==> config.mk <==
export PLATFORM = sky130hd
export DESIGN_NAME = single_half_float_converter_top
export DESIGN_NICKNAME = d
export VERILOG_FILES = /design/src/rtl/shfc_pkg.sv /design/src/rtl/single_half_float_converter_top.sv
export SDC_FILE = /design/constraint.sdc
export NUM_CORES = 1
export LEC_CHECK = 0
export ABC_CLOCK_PERIOD_IN_PS = 3600
export BUFFER_PORTS_ARGS = -buffer_cell sky130_fd_sc_hd__buf_2
export CELL_PAD_IN_SITES_DETAIL_PLACEMENT = 1
export CELL_PAD_IN_SITES_GLOBAL_PLACEMENT = 2
export CORE_AREA = 4 4 126 128
export CTS_CLUSTER_DIAMETER = 100
export DETAILED_ROUTE_END_ITERATION = 10
export DIE_AREA = 0 0 130 132
export GPL_ROUTABILITY_DRIVEN = 0
export GPL_TIMING_DRIVEN = 0
export MAX_ROUTING_LAYER = met4
export PLACE_DENSITY = 0.83
export SYNTH_ARGS = -nofsm -noshare
export SYNTH_HDL_FRONTEND = slang
export SYNTH_SLANG_ARGS = --single-unit
==> constraint.sdc <==
create_clock -name clock -period 3.6 [get_ports clock]
set_input_delay 0.54 -clock clock [delete_from_list [all_inputs] [get_ports clock]]
set_output_delay 0.54 -clock clock [all_outputs]
set_load 0.02 [all_outputs]
==> src/rtl/shfc_pkg.sv <==
// Package for the single/half float converter.
// Holds the class codes, stage record types and format constants; no dependencies.
`default_nettype none

package shfc_pkg;

   localparam int unsigned FUNC_W  = 1;
   localparam int unsigned VALUE_W = 32;

   // direction codes
   localparam logic FUNC_TO_HALF   = 1'b0;
   localparam logic FUNC_TO_SINGLE = 1'b1;

   localparam logic [14:0] HALF_QNAN   = 15'h7E00;
   localparam logic [14:0] HALF_INF    = 15'h7C00;
   localparam logic [30:0] SINGLE_QNAN = 31'h7FC0_0000;
   localparam logic [30:0] SINGLE_INF  = 31'h7F80_0000;
   localparam logic [7:0]  LOW_EXP     = 8'd113;
   localparam logic [7:0]  HIGH_EXP    = 8'd142;
   localparam logic [7:0]  EXP_REBIAS  = 8'd112;
   localparam logic [7:0]  SUB_EXP_BASE = 8'd103;
   localparam logic [3:0]  MAX_SHIFT   = 4'd11;

   typedef enum logic [2:0] {
      CLS_ZERO,
      CLS_NORM,
      CLS_SUB,
      CLS_INF,
      CLS_NAN
   } class_type;

   // decoded operand
   typedef struct packed {
      logic        func;
      logic        sign;
      class_type   cls;
      logic [7:0]  exp;
      logic [22:0] man;
      logic [3:0]  shift;   // right shift (to half) or leading-one index (to single)
   } dec_type;

   // assembled magnitude, sign and class still pending final select
   typedef struct packed {
      logic        func;
      logic        sign;
      class_type   cls;
      logic        rnd;
      logic [30:0] body;
   } asm_type;

endpackage

`default_nettype wire

==> src/rtl/single_half_float_converter_top.sv <==
// Top level of the single/half float converter: a three-stage pipeline.
// Depends on shfc_pkg.
//
// Each request passes the classify, rebias and round registers before rsp_valid.
// Throughput: one request per cycle unless rsp stalls; a stall holds only full stages.
// Reset clears the stage valid bits only; data registers are not reset.
`default_nettype none

module single_half_float_converter_top (
   input  wire logic        clock,
   input  wire logic        reset,
   input  wire logic        req_valid,
   output logic             req_ready,
   input  wire logic        req_func,
   input  wire logic [31:0] req_value_bits,
   output logic             rsp_valid,
   input  wire logic        rsp_ready,
   output logic [31:0]      rsp_result_bits
);

   logic v1_ff, v2_ff, v3_ff;
   logic adv1, adv2, adv3;

   shfc_pkg::dec_type dec_ff, dec_in;
   shfc_pkg::asm_type asm_ff, asm_in;
   logic [31:0]       res_ff, res_in;

   assign adv3      = !v3_ff || rsp_ready;
   assign adv2      = !v2_ff || adv3;
   assign adv1      = !v1_ff || adv2;
   assign req_ready = adv1;
   assign rsp_valid = v3_ff;
   assign rsp_result_bits = res_ff;

   // ---------------- stage 1: classify ----------------
   always_comb begin
      logic [7:0] e8;
      logic [4:0] e5;
      logic [9:0] m10;
      logic [7:0] sh;
      dec_in       = '0;
      dec_in.func  = req_func;
      e8           = req_value_bits[30:23];
      e5           = req_value_bits[14:10];
      m10          = req_value_bits[9:0];
      sh           = shfc_pkg::LOW_EXP - e8;
      if (req_func == shfc_pkg::FUNC_TO_HALF) begin
         dec_in.sign = req_value_bits[31];
         dec_in.exp  = e8;
         dec_in.man  = req_value_bits[22:0];
         if (e8 == 8'hFF) begin
            dec_in.cls = (req_value_bits[22:0] != '0) ? shfc_pkg::CLS_NAN
                                                      : shfc_pkg::CLS_INF;
         end else if (e8 >= shfc_pkg::LOW_EXP && e8 <= shfc_pkg::HIGH_EXP) begin
            dec_in.cls = shfc_pkg::CLS_NORM;
         end else if (e8 == '0) begin
            dec_in.cls = shfc_pkg::CLS_ZERO;
         end else if (e8 < shfc_pkg::LOW_EXP) begin
            dec_in.cls = shfc_pkg::CLS_SUB;
         end else begin
            dec_in.cls = shfc_pkg::CLS_INF;
         end
         // anything shifted by 11 or more is gone
         dec_in.shift = (sh >= 8'(shfc_pkg::MAX_SHIFT)) ? shfc_pkg::MAX_SHIFT : sh[3:0];
      end else begin
         dec_in.sign = req_value_bits[15];
         dec_in.exp  = {3'b000, e5};
         dec_in.man  = {13'b0, m10};
         if (e5 == 5'h1F) begin
            dec_in.cls = (m10 != '0) ? shfc_pkg::CLS_NAN : shfc_pkg::CLS_INF;
         end else if (e5 != '0) begin
            dec_in.cls = shfc_pkg::CLS_NORM;
         end else if (m10 == '0) begin
            dec_in.cls = shfc_pkg::CLS_ZERO;
         end else begin
            dec_in.cls = shfc_pkg::CLS_SUB;
         end
         // leading-one index
         dec_in.shift = '0;
         for (int i = 0; i < 10; i++) begin
            if (m10[i]) dec_in.shift = 4'(i);
         end
      end
   end

   // ---------------- stage 2: rebias and shift ----------------
   always_comb begin
      logic [10:0] sub_h;
      logic [22:0] sub_s;
      logic [3:0]  lsh;
      asm_in      = '0;
      asm_in.func = dec_ff.func;
      asm_in.sign = dec_ff.sign;
      asm_in.cls  = dec_ff.cls;
      sub_h       = {1'b1, dec_ff.man[22:13]} >> dec_ff.shift;
      lsh         = 4'd10 - dec_ff.shift;
      sub_s       = {dec_ff.man[9:0], 13'b0} << lsh;
      if (dec_ff.func == shfc_pkg::FUNC_TO_HALF) begin
         asm_in.rnd = dec_ff.man[12];
         if (dec_ff.cls == shfc_pkg::CLS_NORM) begin
            asm_in.body = {16'b0, 5'(dec_ff.exp - shfc_pkg::EXP_REBIAS), dec_ff.man[22:13]};
         end else begin
            asm_in.body = {20'b0, sub_h};
         end
      end else begin
         if (dec_ff.cls == shfc_pkg::CLS_NORM) begin
            asm_in.body = {dec_ff.exp + shfc_pkg::EXP_REBIAS, dec_ff.man[9:0], 13'b0};
         end else begin
            asm_in.body = {shfc_pkg::SUB_EXP_BASE + {4'b0, dec_ff.shift}, sub_s};
         end
      end
   end

   // ---------------- stage 3: round and select ----------------
   always_comb begin
      logic [14:0] mag;
      if (asm_ff.func == shfc_pkg::FUNC_TO_HALF) begin
         case (asm_ff.cls)
            shfc_pkg::CLS_NORM: mag = asm_ff.body[14:0] + 15'(asm_ff.rnd);
            shfc_pkg::CLS_SUB:  mag = asm_ff.body[14:0];
            shfc_pkg::CLS_INF:  mag = shfc_pkg::HALF_INF;
            shfc_pkg::CLS_NAN:  mag = shfc_pkg::HALF_QNAN;
            default:            mag = '0;
         endcase
         res_in = {16'b0, asm_ff.sign, mag};
      end else begin
         mag = '0;
         case (asm_ff.cls)
            shfc_pkg::CLS_NORM,
            shfc_pkg::CLS_SUB:  res_in = {asm_ff.sign, asm_ff.body};
            shfc_pkg::CLS_INF:  res_in = {asm_ff.sign, shfc_pkg::SINGLE_INF};
            shfc_pkg::CLS_NAN:  res_in = {asm_ff.sign, shfc_pkg::SINGLE_QNAN};
            default:            res_in = {asm_ff.sign, 31'b0};
         endcase
      end
   end

   always_ff @(posedge clock) begin
      if (reset) begin
         v1_ff <= 1'b0;
         v2_ff <= 1'b0;
         v3_ff <= 1'b0;
      end else begin
         if (adv1) v1_ff <= req_valid;
         if (adv2) v2_ff <= v1_ff;
         if (adv3) v3_ff <= v2_ff;
      end
   end

   always_ff @(posedge clock) begin
      if (adv1) dec_ff <= dec_in;
      if (adv2) asm_ff <= asm_in;
      if (adv3) res_ff <= res_in;
   end

endmodule

`default_nettype wire

After elaboration in Yosys (flattened, before gate mapping)
Index checks and enable logic that the tools add are counted.
- flip-flop bits (word level): 112
- logic and storage cells: 76
- bits of input ports: 37
- output and inout bits: 34
- equal/unequal tests: 7
- add/sub/neg operators: 6
- magnitude comparators: 4
- shifts and indexed selects: 2
- reductions and logical operators: 13
- mux-type cells: 26
- operator list (cell ; count):
    $pmux W31 S3 ; 1
    $mux W31 ; 2
    $pmux W15 S4 ; 1
    $mux W39 ; 1
    $mux W4 ; 9
    $reduce_bool A23 Y1 ; 1
    $shl A23 B4 Y23 ; 1
    $mux W16 ; 1
    $add A15 B1 Y15 ; 1
    $mux W15 ; 1
    $mux W3 ; 4
    $shr A11 B4 Y11 ; 1
    $logic_not A10 Y1 ; 1
    $reduce_bool A10 Y1 ; 1
    $add A7 B4 Y8 const A ; 1
    $add A8 B7 Y8 const B ; 1
    $eq A8 B8 Y1 const B ; 1
    $ge A8 B4 Y1 const B ; 1
    $ge A8 B7 Y1 const B ; 1
    $le A8 B8 Y1 const B ; 1
    $logic_not A8 Y1 ; 1
    $lt A8 B7 Y1 const B ; 1
    $mux W2 ; 4
    $sub A7 B8 Y8 const A ; 1
    other kinds (12) ; 19

Longest topological paths before layout
Gate-level depths: netlist (run 1).
- depth in word-level cells: 10
- depth in mapped cells: 9
- depth with buffers taken out: 6

Worst setup path before layout (run 1)
OpenSTA, ideal clock, no wires.
- kind: input port to output port
- start point: input rsp_ready
- end point: output req_ready
- stages on the path: 3
- arrival: 1.718 ns
- buffers on the path: 0
- setup slack: 1.342 ns
- data required time: 3.060 ns
- cell sequence: nor2b_1 and2_1 nand2_1
- longest elaborated chain between the ends: 3
- RTL lines (what ; RTL line ; source):
    start: declaration ; single_half_float_converter_top.sv:17 ; input wire logic rsp_ready,
    $logic_or A1 B1 Y1 ; single_half_float_converter_top.sv:28 ; assign adv3 = !v3_ff || rsp_ready;
    $logic_or A1 B1 Y1 ; single_half_float_converter_top.sv:29 ; assign adv2 = !v2_ff || adv3;
    $logic_or A1 B1 Y1 ; single_half_float_converter_top.sv:30 ; assign adv1 = !v1_ff || adv2;
    end: declaration ; single_half_float_converter_top.sv:13 ; output logic req_ready,
Every way passes these cells.

Final worst setup path (run 1)
- start point: register dec_ff[0] in the netlist's numbering
- end point: register asm_ff[20] in the netlist's numbering (data pin)
- longest elaborated chain between the ends: 4
- RTL lines (what ; RTL line ; source):
    start: declaration ; single_half_float_converter_top.sv:24 ; shfc_pkg::dec_type dec_ff, dec_in;
    start signal: assignment ; single_half_float_converter_top.sv:151 ; if (adv1) dec_ff <= dec_in;
    $sub A4 B4 Y4 ; single_half_float_converter_top.sv:96 ; lsh = 4'd10 - dec_ff.shift;
    $shl A23 B4 Y23 ; single_half_float_converter_top.sv:97 ; sub_s = {dec_ff.man[9:0], 13'b0} << lsh;
    $mux W31 ; single_half_float_converter_top.sv:106 ; if (dec_ff.cls == shfc_pkg::CLS_NORM) begin
    $mux W31 ; single_half_float_converter_top.sv:98 ; if (dec_ff.func == shfc_pkg::FUNC_TO_HALF) begin
    end signal: assignment ; single_half_float_converter_top.sv:152 ; if (adv2) asm_ff <= asm_in;
    end: declaration ; single_half_float_converter_top.sv:25 ; shfc_pkg::asm_type asm_ff, asm_in;
Every way passes these cells.
A chain may end at the register's enable or synchronous reset.

==> results of run 1 <==
==> metal layers <==
layer / vias up / part of all wire
met5: - / 0
met4: 0 / 0.021
met3: 20 / 0.036
met2: 94 / 0.51
met1: 2242 / 0.43
li1: 2243 / -
==> metrics by stage <==
step / util / hold slack [ns] / cells / worst slack (ns)
3_5_place_dp: 0.448 / 0.477 / 814 / 0.795
3_3_place_gp: 0.446 / 0.439 / 813 / 0.708
2_1_floorplan: - / 0.400 / 556 / 1.34
4_1_cts: 0.466 / 0.364 / 830 / 0.753
6_report: 0.468 / 0.372 / 831 / 0.780
5_1_grt: 0.468 / 0.374 / 831 / 0.579
==> cell usage after synthesis, types with 3 or more instances <==
cell / number
nor2_1: 55
ha_1: 8
a21o_1: 3
o2111ai_1: 3
nand2b_1: 3
inv_1: 19
a31oi_1: 6
mux2i_1: 30
and2_1: 8
nand3b_1: 6
edfxtp_1: 107
a21boi_0: 3
o22ai_1: 3
a2111oi_0: 4
o211ai_1: 3
nor4_1: 3
o21ai_0: 32
mux4_2: 4
nand4_1: 7
a22oi_1: 11
nor3b_1: 6
nand3_1: 9
a21oi_1: 23
or4_1: 3
nand4b_1: 3
buf_2: 3
nor3_1: 11
and3_1: 7
clkbuf_1: 27
a31o_2: 3
xnor2_1: 11
dfxtp_1: 3
mux2_2: 6
nand2_1: 52
nor2b_1: 26
==> state kept, by name, summed over array words and instances (netlist names) <==
signal	count
rsp_result_bits	32
asm_ff	37
rsp_valid	1
v1_ff	1
asm_in	5
dec_ff	33
v2_ff	1
==> worst register-to-register path, cell delays in order, from the launching register on <==
cell and delay (ns):
edfxtp_1 0.43, buf_2 0.30, inv_2 0.20, ha_1 0.32, clkbuf_1 0.27, buf_4 0.26, mux2i_1 0.14, mux4_2 0.47
o21ai_0 0.24
==> logic make-up after synthesis <==
group,count (synthesis)
AND/OR/NAND/NOR,213
flip-flops,110
XOR/XNOR,12
buffers and inverters,55
AO/OA/AOI/OAI,118
adder cells (fa/ha/maj),8
multiplexers,40
==> area by class of cell <==
type / count / share of cell area
Sequential cell: 110 / 0.470
Multi-Input combinational cell: 391 / 0.368
Timing Repair Buffer: 71 / 0.0575
Tap cell: 188 / 0.0338
Clock buffer: 10 / 0.0329
Buffer: 33 / 0.0194
Inverter: 22 / 0.0119
Clock inverter: 6 / 0.00647
==> worst min-delay path by stage <==
stage / start / endpoint / slack, ns
finish: req_value_bits[0] / dec_ff[4]$_DFFE_PP_ / 0.37
global route: req_value_bits[0] / dec_ff[4]$_DFFE_PP_ / 0.37
CTS: req_value_bits[0] / dec_ff[4]$_DFFE_PP_ / 0.36
detailed placement: v2_ff$_SDFFE_PP0P_ / rsp_valid$_SDFFE_PP0P_ / 0.48
global placement: v2_ff$_SDFFE_PP0P_ / rsp_valid$_SDFFE_PP0P_ / 0.44
floorplan: asm_in[35]$_DFFE_PP_ / asm_ff[35]$_DFFE_PP_ / 0.40
==> power breakdown <==
group / switching [mW] / internal, mW
sequential: 0.0592 / 1.50
clock: 0.470 / 0.477
combinational: 0.279 / 0.178
==> qor.csv, run 1 <==
metric,value,unit
post-synthesis simple-gate area fraction,0.184,
synth-to-layout area growth,15.0,%
post-route cell area,6960,sq um
Synth Cell Area,6050,sq um
vias,4599,
DP HPWL,11800,um
largest family of logic cells by synthesized area,simple AND/OR/NAND/NOR gates,
required time of the critical path,3.77,ns
GRT met3 Usage,0.0328,
Area after DPL,6660,sq um
# diodes,0,
hold-fix buffer count after cts,0,
min cycle time layout,2.82,ns
number of gates resized after CTS,0,
Netlist cell types,68,
post-synthesis xor/xnor area fraction,0.0174,
Detailed Routing Iterations Pass 1,4,
maximum root-to-sink buffer count,2,
CTS Buf Count,9,
startpoint types,register,
Bufs and invs on worst path,4,
worst-margin pin slew,1.17,ns
Filler cells,1667,
M2 GR Usage,0.315,
Worst Hold Class,input pin to register,
max_cap viols,0,
Clock Latency Late Sink,0.36,ns
All-Layer GR Usage,0.187,
flop and latch count out of synthesis,110,
GR Layer Usage met1,0.228,
initial antenna violation count,0,
Initial Util,0.407,
Post CTS Setup Buffer Count,0,
vias in the first global route,4832,
Setup TNS,0,ns
adder-cell area share of the yosys netlist,0.0165,
CTS sink cnt,110,
"EDFF count, synth",107,
first-pass GRT wire length,24800,um
"area leader, netlist",edfxtp_1,
mux cell area share after synthesis,0.0757,
Root Buffer,clkbuf_16,
num ports,71,
final WL,15100,um
Max VDD drop,0.000272,V
CP Class,register to register,
R2R Setup Slk,0.78,ns
synth top area cells,"edfxtp_1, mux2i_1, nor2_1",
Crit. Startpoint,dec_ff[0]$_DFFE_PP_,
largest net degree at the start of global routing,38,
RSZ-0062 raised after global routing,no,
Iter 0 DRT Violations,280,
vias per std cell,5.53,
Min-Delay Path Depth,1,
Synth Area in Compound Gates,0.129,
share of layout cells above drive strength 1,0.179,
CP Capture Type,register,
"delay-heaviest family, CP",buffers and inverters,
R2R cell count,8,
Final ANT Viol Nets,0,
RR Endpoint,asm_ff[20]$_SDFFCE_PN0P_,
Crit. path cell count,8,
CP endpoint,asm_ff[20]$_SDFFCE_PN0P_,
CTS tree,yes,
setup-violating endpoint count in the final report,0,
core area,14900,sq um
Synth top area share,0.531,
register area share after synthesis,0.541,
Max-slew headroom,0.220,
Max Transition Viols Final,0,
CTS clock-pin slew for the worst setup and hold paths,0.07,ns
crit path max fanout,10,
area occupied by multi-input gates,2560,sq um
CP Cell Sequence,"buf_2, inv_2, ha_1, clkbuf_1, buf_4, mux2i_1, mux4_2, o21ai_0",
die height,132,um
Synth Warn #,0,
post-layout net count,683,
final setup skew,0.00949,ns
global-route layer with the greatest usage,met2,
arrival time worst endpoint,2.99,ns
IO Port Bufs,69,
Routed WL per cell,18.2,um
DIE AREA,17200,sq um
Most used DFF post-synth,edfxtp_1,
Syn Inst Count,556,
Final Hold Viols,0,
slowest library cell on the worst path,mux4_2,
Die X,130,um
DR DRC count,0,
Synth Net Count,601,
Mean Syn Cell Area,10.9,sq um
GR Overflow Total,0,
FF/Latch Area,3270,sq um
Leak,2.78,nW
Final Cycle Share,0.783,
total power,2.96,mW
outcome,completed,
Max Fclk,0.355,GHz
H-tree Lvls,3,
ys async rst share,0,
# rows,45,
Worst R2R Start,dec_ff[0]$_DFFE_PP_,
CP peak stage delay,0.47,ns
most frequent cells in the layout,"edfxtp_1, buf_2, nor2_1",
"commonest non-fill, non-tap cell in the layout",edfxtp_1,
power density over cell area,426,nW/um^2
Note: power is estimated with default switching activity, not from simulation.
==> inputs of run 2 (changes only) <==
--- a/config.mk
+++ b/config.mk
@@ -5,18 +5,18 @@
 export SDC_FILE = /design/constraint.sdc
 export NUM_CORES = 1
 export LEC_CHECK = 0
-export ABC_CLOCK_PERIOD_IN_PS = 3600
+export ABC_CLOCK_PERIOD_IN_PS = 2700
 export BUFFER_PORTS_ARGS = -buffer_cell sky130_fd_sc_hd__buf_2
 export CELL_PAD_IN_SITES_DETAIL_PLACEMENT = 1
 export CELL_PAD_IN_SITES_GLOBAL_PLACEMENT = 2
-export CORE_AREA = 4 4 126 128
+export CORE_AREA = 4 4 130 132
 export CTS_CLUSTER_DIAMETER = 100
 export DETAILED_ROUTE_END_ITERATION = 10
-export DIE_AREA = 0 0 130 132
+export DIE_AREA = 0 0 134 136
 export GPL_ROUTABILITY_DRIVEN = 0
 export GPL_TIMING_DRIVEN = 0
 export MAX_ROUTING_LAYER = met4
-export PLACE_DENSITY = 0.83
+export PLACE_DENSITY = 0.79
 export SYNTH_ARGS = -nofsm -noshare
 export SYNTH_HDL_FRONTEND = slang
 export SYNTH_SLANG_ARGS = --single-unit
==> constraint.sdc (replaced) <==
create_clock -name clock -period 2.7 [get_ports clock]
set_input_delay 0.405 -clock clock [delete_from_list [all_inputs] [get_ports clock]]
set_output_delay 0.405 -clock clock [all_outputs]
set_load 0.02 [all_outputs]
==> qor.csv, run 2 (same netlist as run 1, synthesis figures left out) <==
metric,value,unit,change
outcome,completed,,
CTS tree,yes,,
setup-violating endpoint count in the final report,0,,unchanged
"commonest non-fill, non-tap cell in the layout",edfxtp_1,,
max reg flops,37,,unchanged
share of layout cells above drive strength 1,0.181,,+0.00184
maximum root-to-sink buffer count,2,,unchanged
Detailed Routing Iterations Pass 1,4,,unchanged
hold-fix buffer count after cts,0,,unchanged
vias in the first global route,4730,,-2.1%
Final Hold Viols,0,,unchanged
area occupied by multi-input gates,2560,sq um,about the same
vias per std cell,5.31,,-4.1%
first-pass GRT wire length,24500,um,-1.1%
CTS clock-pin slew for the worst setup and hold paths,0.07,ns,about the same
Post CTS Setup Buffer Count,0,,unchanged
vias,4555,,-0.96%
Leak,2.78,nW,-0.20%
number of gates resized after CTS,1,,+1
post-layout net count,682,,-0.15%
RSZ-0062 raised after global routing,no,,
die height,136,um,+3.0%
startpoint types,register,,
CP Capture Type,register,,
Max Transition Viols Final,0,,unchanged
# diodes,0,,unchanged
Crit. Startpoint,dec_ff[1]$_DFFE_PP_,,
initial antenna violation count,0,,unchanged
final setup skew,0.00731,ns,-0.00218 ns
final cell count without fillers,858,,+3.2%
Root Buffer,clkbuf_16,,
# rows,46,,+2.2%
placed insts,842,,+3.4%
Area after DPL,6690,sq um,+0.53%
register name with the most flops,asm_ff,,
core area,15700,sq um,+5.7%
largest net degree at the start of global routing,38,,unchanged
num ports,71,,unchanged
required time of the critical path,2.87,ns,-0.90 ns
Die X,134,um,+3.1%
Initial Util,0.385,,-0.0220
max_cap viols,0,,unchanged
arrival time worst endpoint,2.66,ns,-0.33 ns
Routed WL per cell,17.4,um,-4.2%
DP HPWL,11500,um,-2.3%
CP Class,register to register,,
DR DRC count,0,,unchanged
Clock Latency Late Sink,0.35,ns,about the same
FF/Latch Area,3270,sq um,unchanged
total power,3.97,mW,+34%
Final Cycle Share,0.923,,+0.140
crit path max fanout,10,,unchanged
Iter 0 DRT Violations,263,,-6.1%
CTS Buf Count,9,,unchanged
synth-to-layout area growth,15.7,%,
Filler cells,1780,,+6.8%
post-route cell area,7000,sq um,+0.56%
Max-slew headroom,0.216,,-0.00471
min cycle time layout,2.49,ns,-0.327 ns
IO Port Bufs,69,,unchanged
worst-margin pin slew,1.18,ns,+0.00706 ns
Max VDD drop,0.000296,V,+8.9%
Final ANT Viol Nets,0,,unchanged
hold_ws,0.234,ns,-0.139 ns
CTS sink cnt,110,,unchanged
DIE AREA,18200,sq um,+6.2%
H-tree Lvls,3,,unchanged
Max Fclk,0.401,GHz,+13%
GR Overflow Total,0,,unchanged
start point of the worst hold path,reset,,
Worst Hold Class,input pin to register,,
power density over cell area,567,nW/um^2,+33%
All-Layer GR Usage,0.175,,-0.0119
final WL,14900,um,-1.1%
most frequent cells in the layout,"edfxtp_1, buf_2, nor2_1",,
Worst R2R Start,dec_ff[1]$_DFFE_PP_,,
[run 2: cell count changes in the layout (fill, tap and decap cells not counted), sizes merged]
cell / previous run / this run
clkinvlp: 0 / 1
clkinv: 4 / 3
clkbuf: 37 / 36
[run 2: layout make-up]
cell class                      instances  share of cell area
Multi-Input combinational cell        391               0.366
Clock inverter                          6             0.00751
Buffer                                 32              0.0191
Sequential cell                       110               0.468
Clock buffer                           10              0.0327
Timing Repair Buffer                   71              0.0561
Inverter                               22              0.0122
Tap cell                              216              0.0386
[run 2: layer usage]
layer / share of wire / routed length, um / GRT usage / up-vias
met4: 0.020 / 297 / 0.0669 / 0
met3: 0.031 / 469 / 0.0233 / 20
met2: 0.50 / 7410 / 0.288 / 91
met5: 0 / 0 / - / -
met1: 0.45 / 6770 / 0.222 / 2209
li1: - / - / - / 2235
[run 2: path summary, 6_finish.rpt]
kind | slack, ns | end | cells past startpoint
worst min register to register | 0.49 | rsp_valid$_SDFFE_PP0P_ | 2
worst max-delay path | 0.21 | asm_ff[20]$_SDFFCE_PN0P_ | 7
worst max register to register | 0.21 | asm_ff[20]$_SDFFCE_PN0P_ | 7
worst min-delay path | 0.23 | v2_ff$_SDFFE_PP0P_ | 2
[run 2: critical path, cell delays in order, from the launching register on]
cell,delay [ns]
edfxtp_1,0.51
buf_4,0.26
inv_1,0.08
ha_2,0.40
buf_4,0.22
mux2i_1,0.13
mux4_2,0.47
o21ai_0,0.24
[run 2: per-stage QoR]
step                TNS [ns]   util  setup WS (ns)
floorplan                  0      -          0.463
global placement     -0.0611  0.424        -0.0331
detailed placement    -0.151  0.426        -0.0745
CTS                        0  0.444         0.0956
global route               0  0.445         0.0670
finish                     0  0.445          0.208
[run 2: power breakdown]
part | total [mW] | leakage [nW] | switching (mW) | internal (mW)
clock | 1.28 | 0.137 | 0.637 | 0.645
sequential | 2.08 | 1.25 | 0.0753 | 2.00
combinational | 0.608 | 1.39 | 0.370 | 0.239
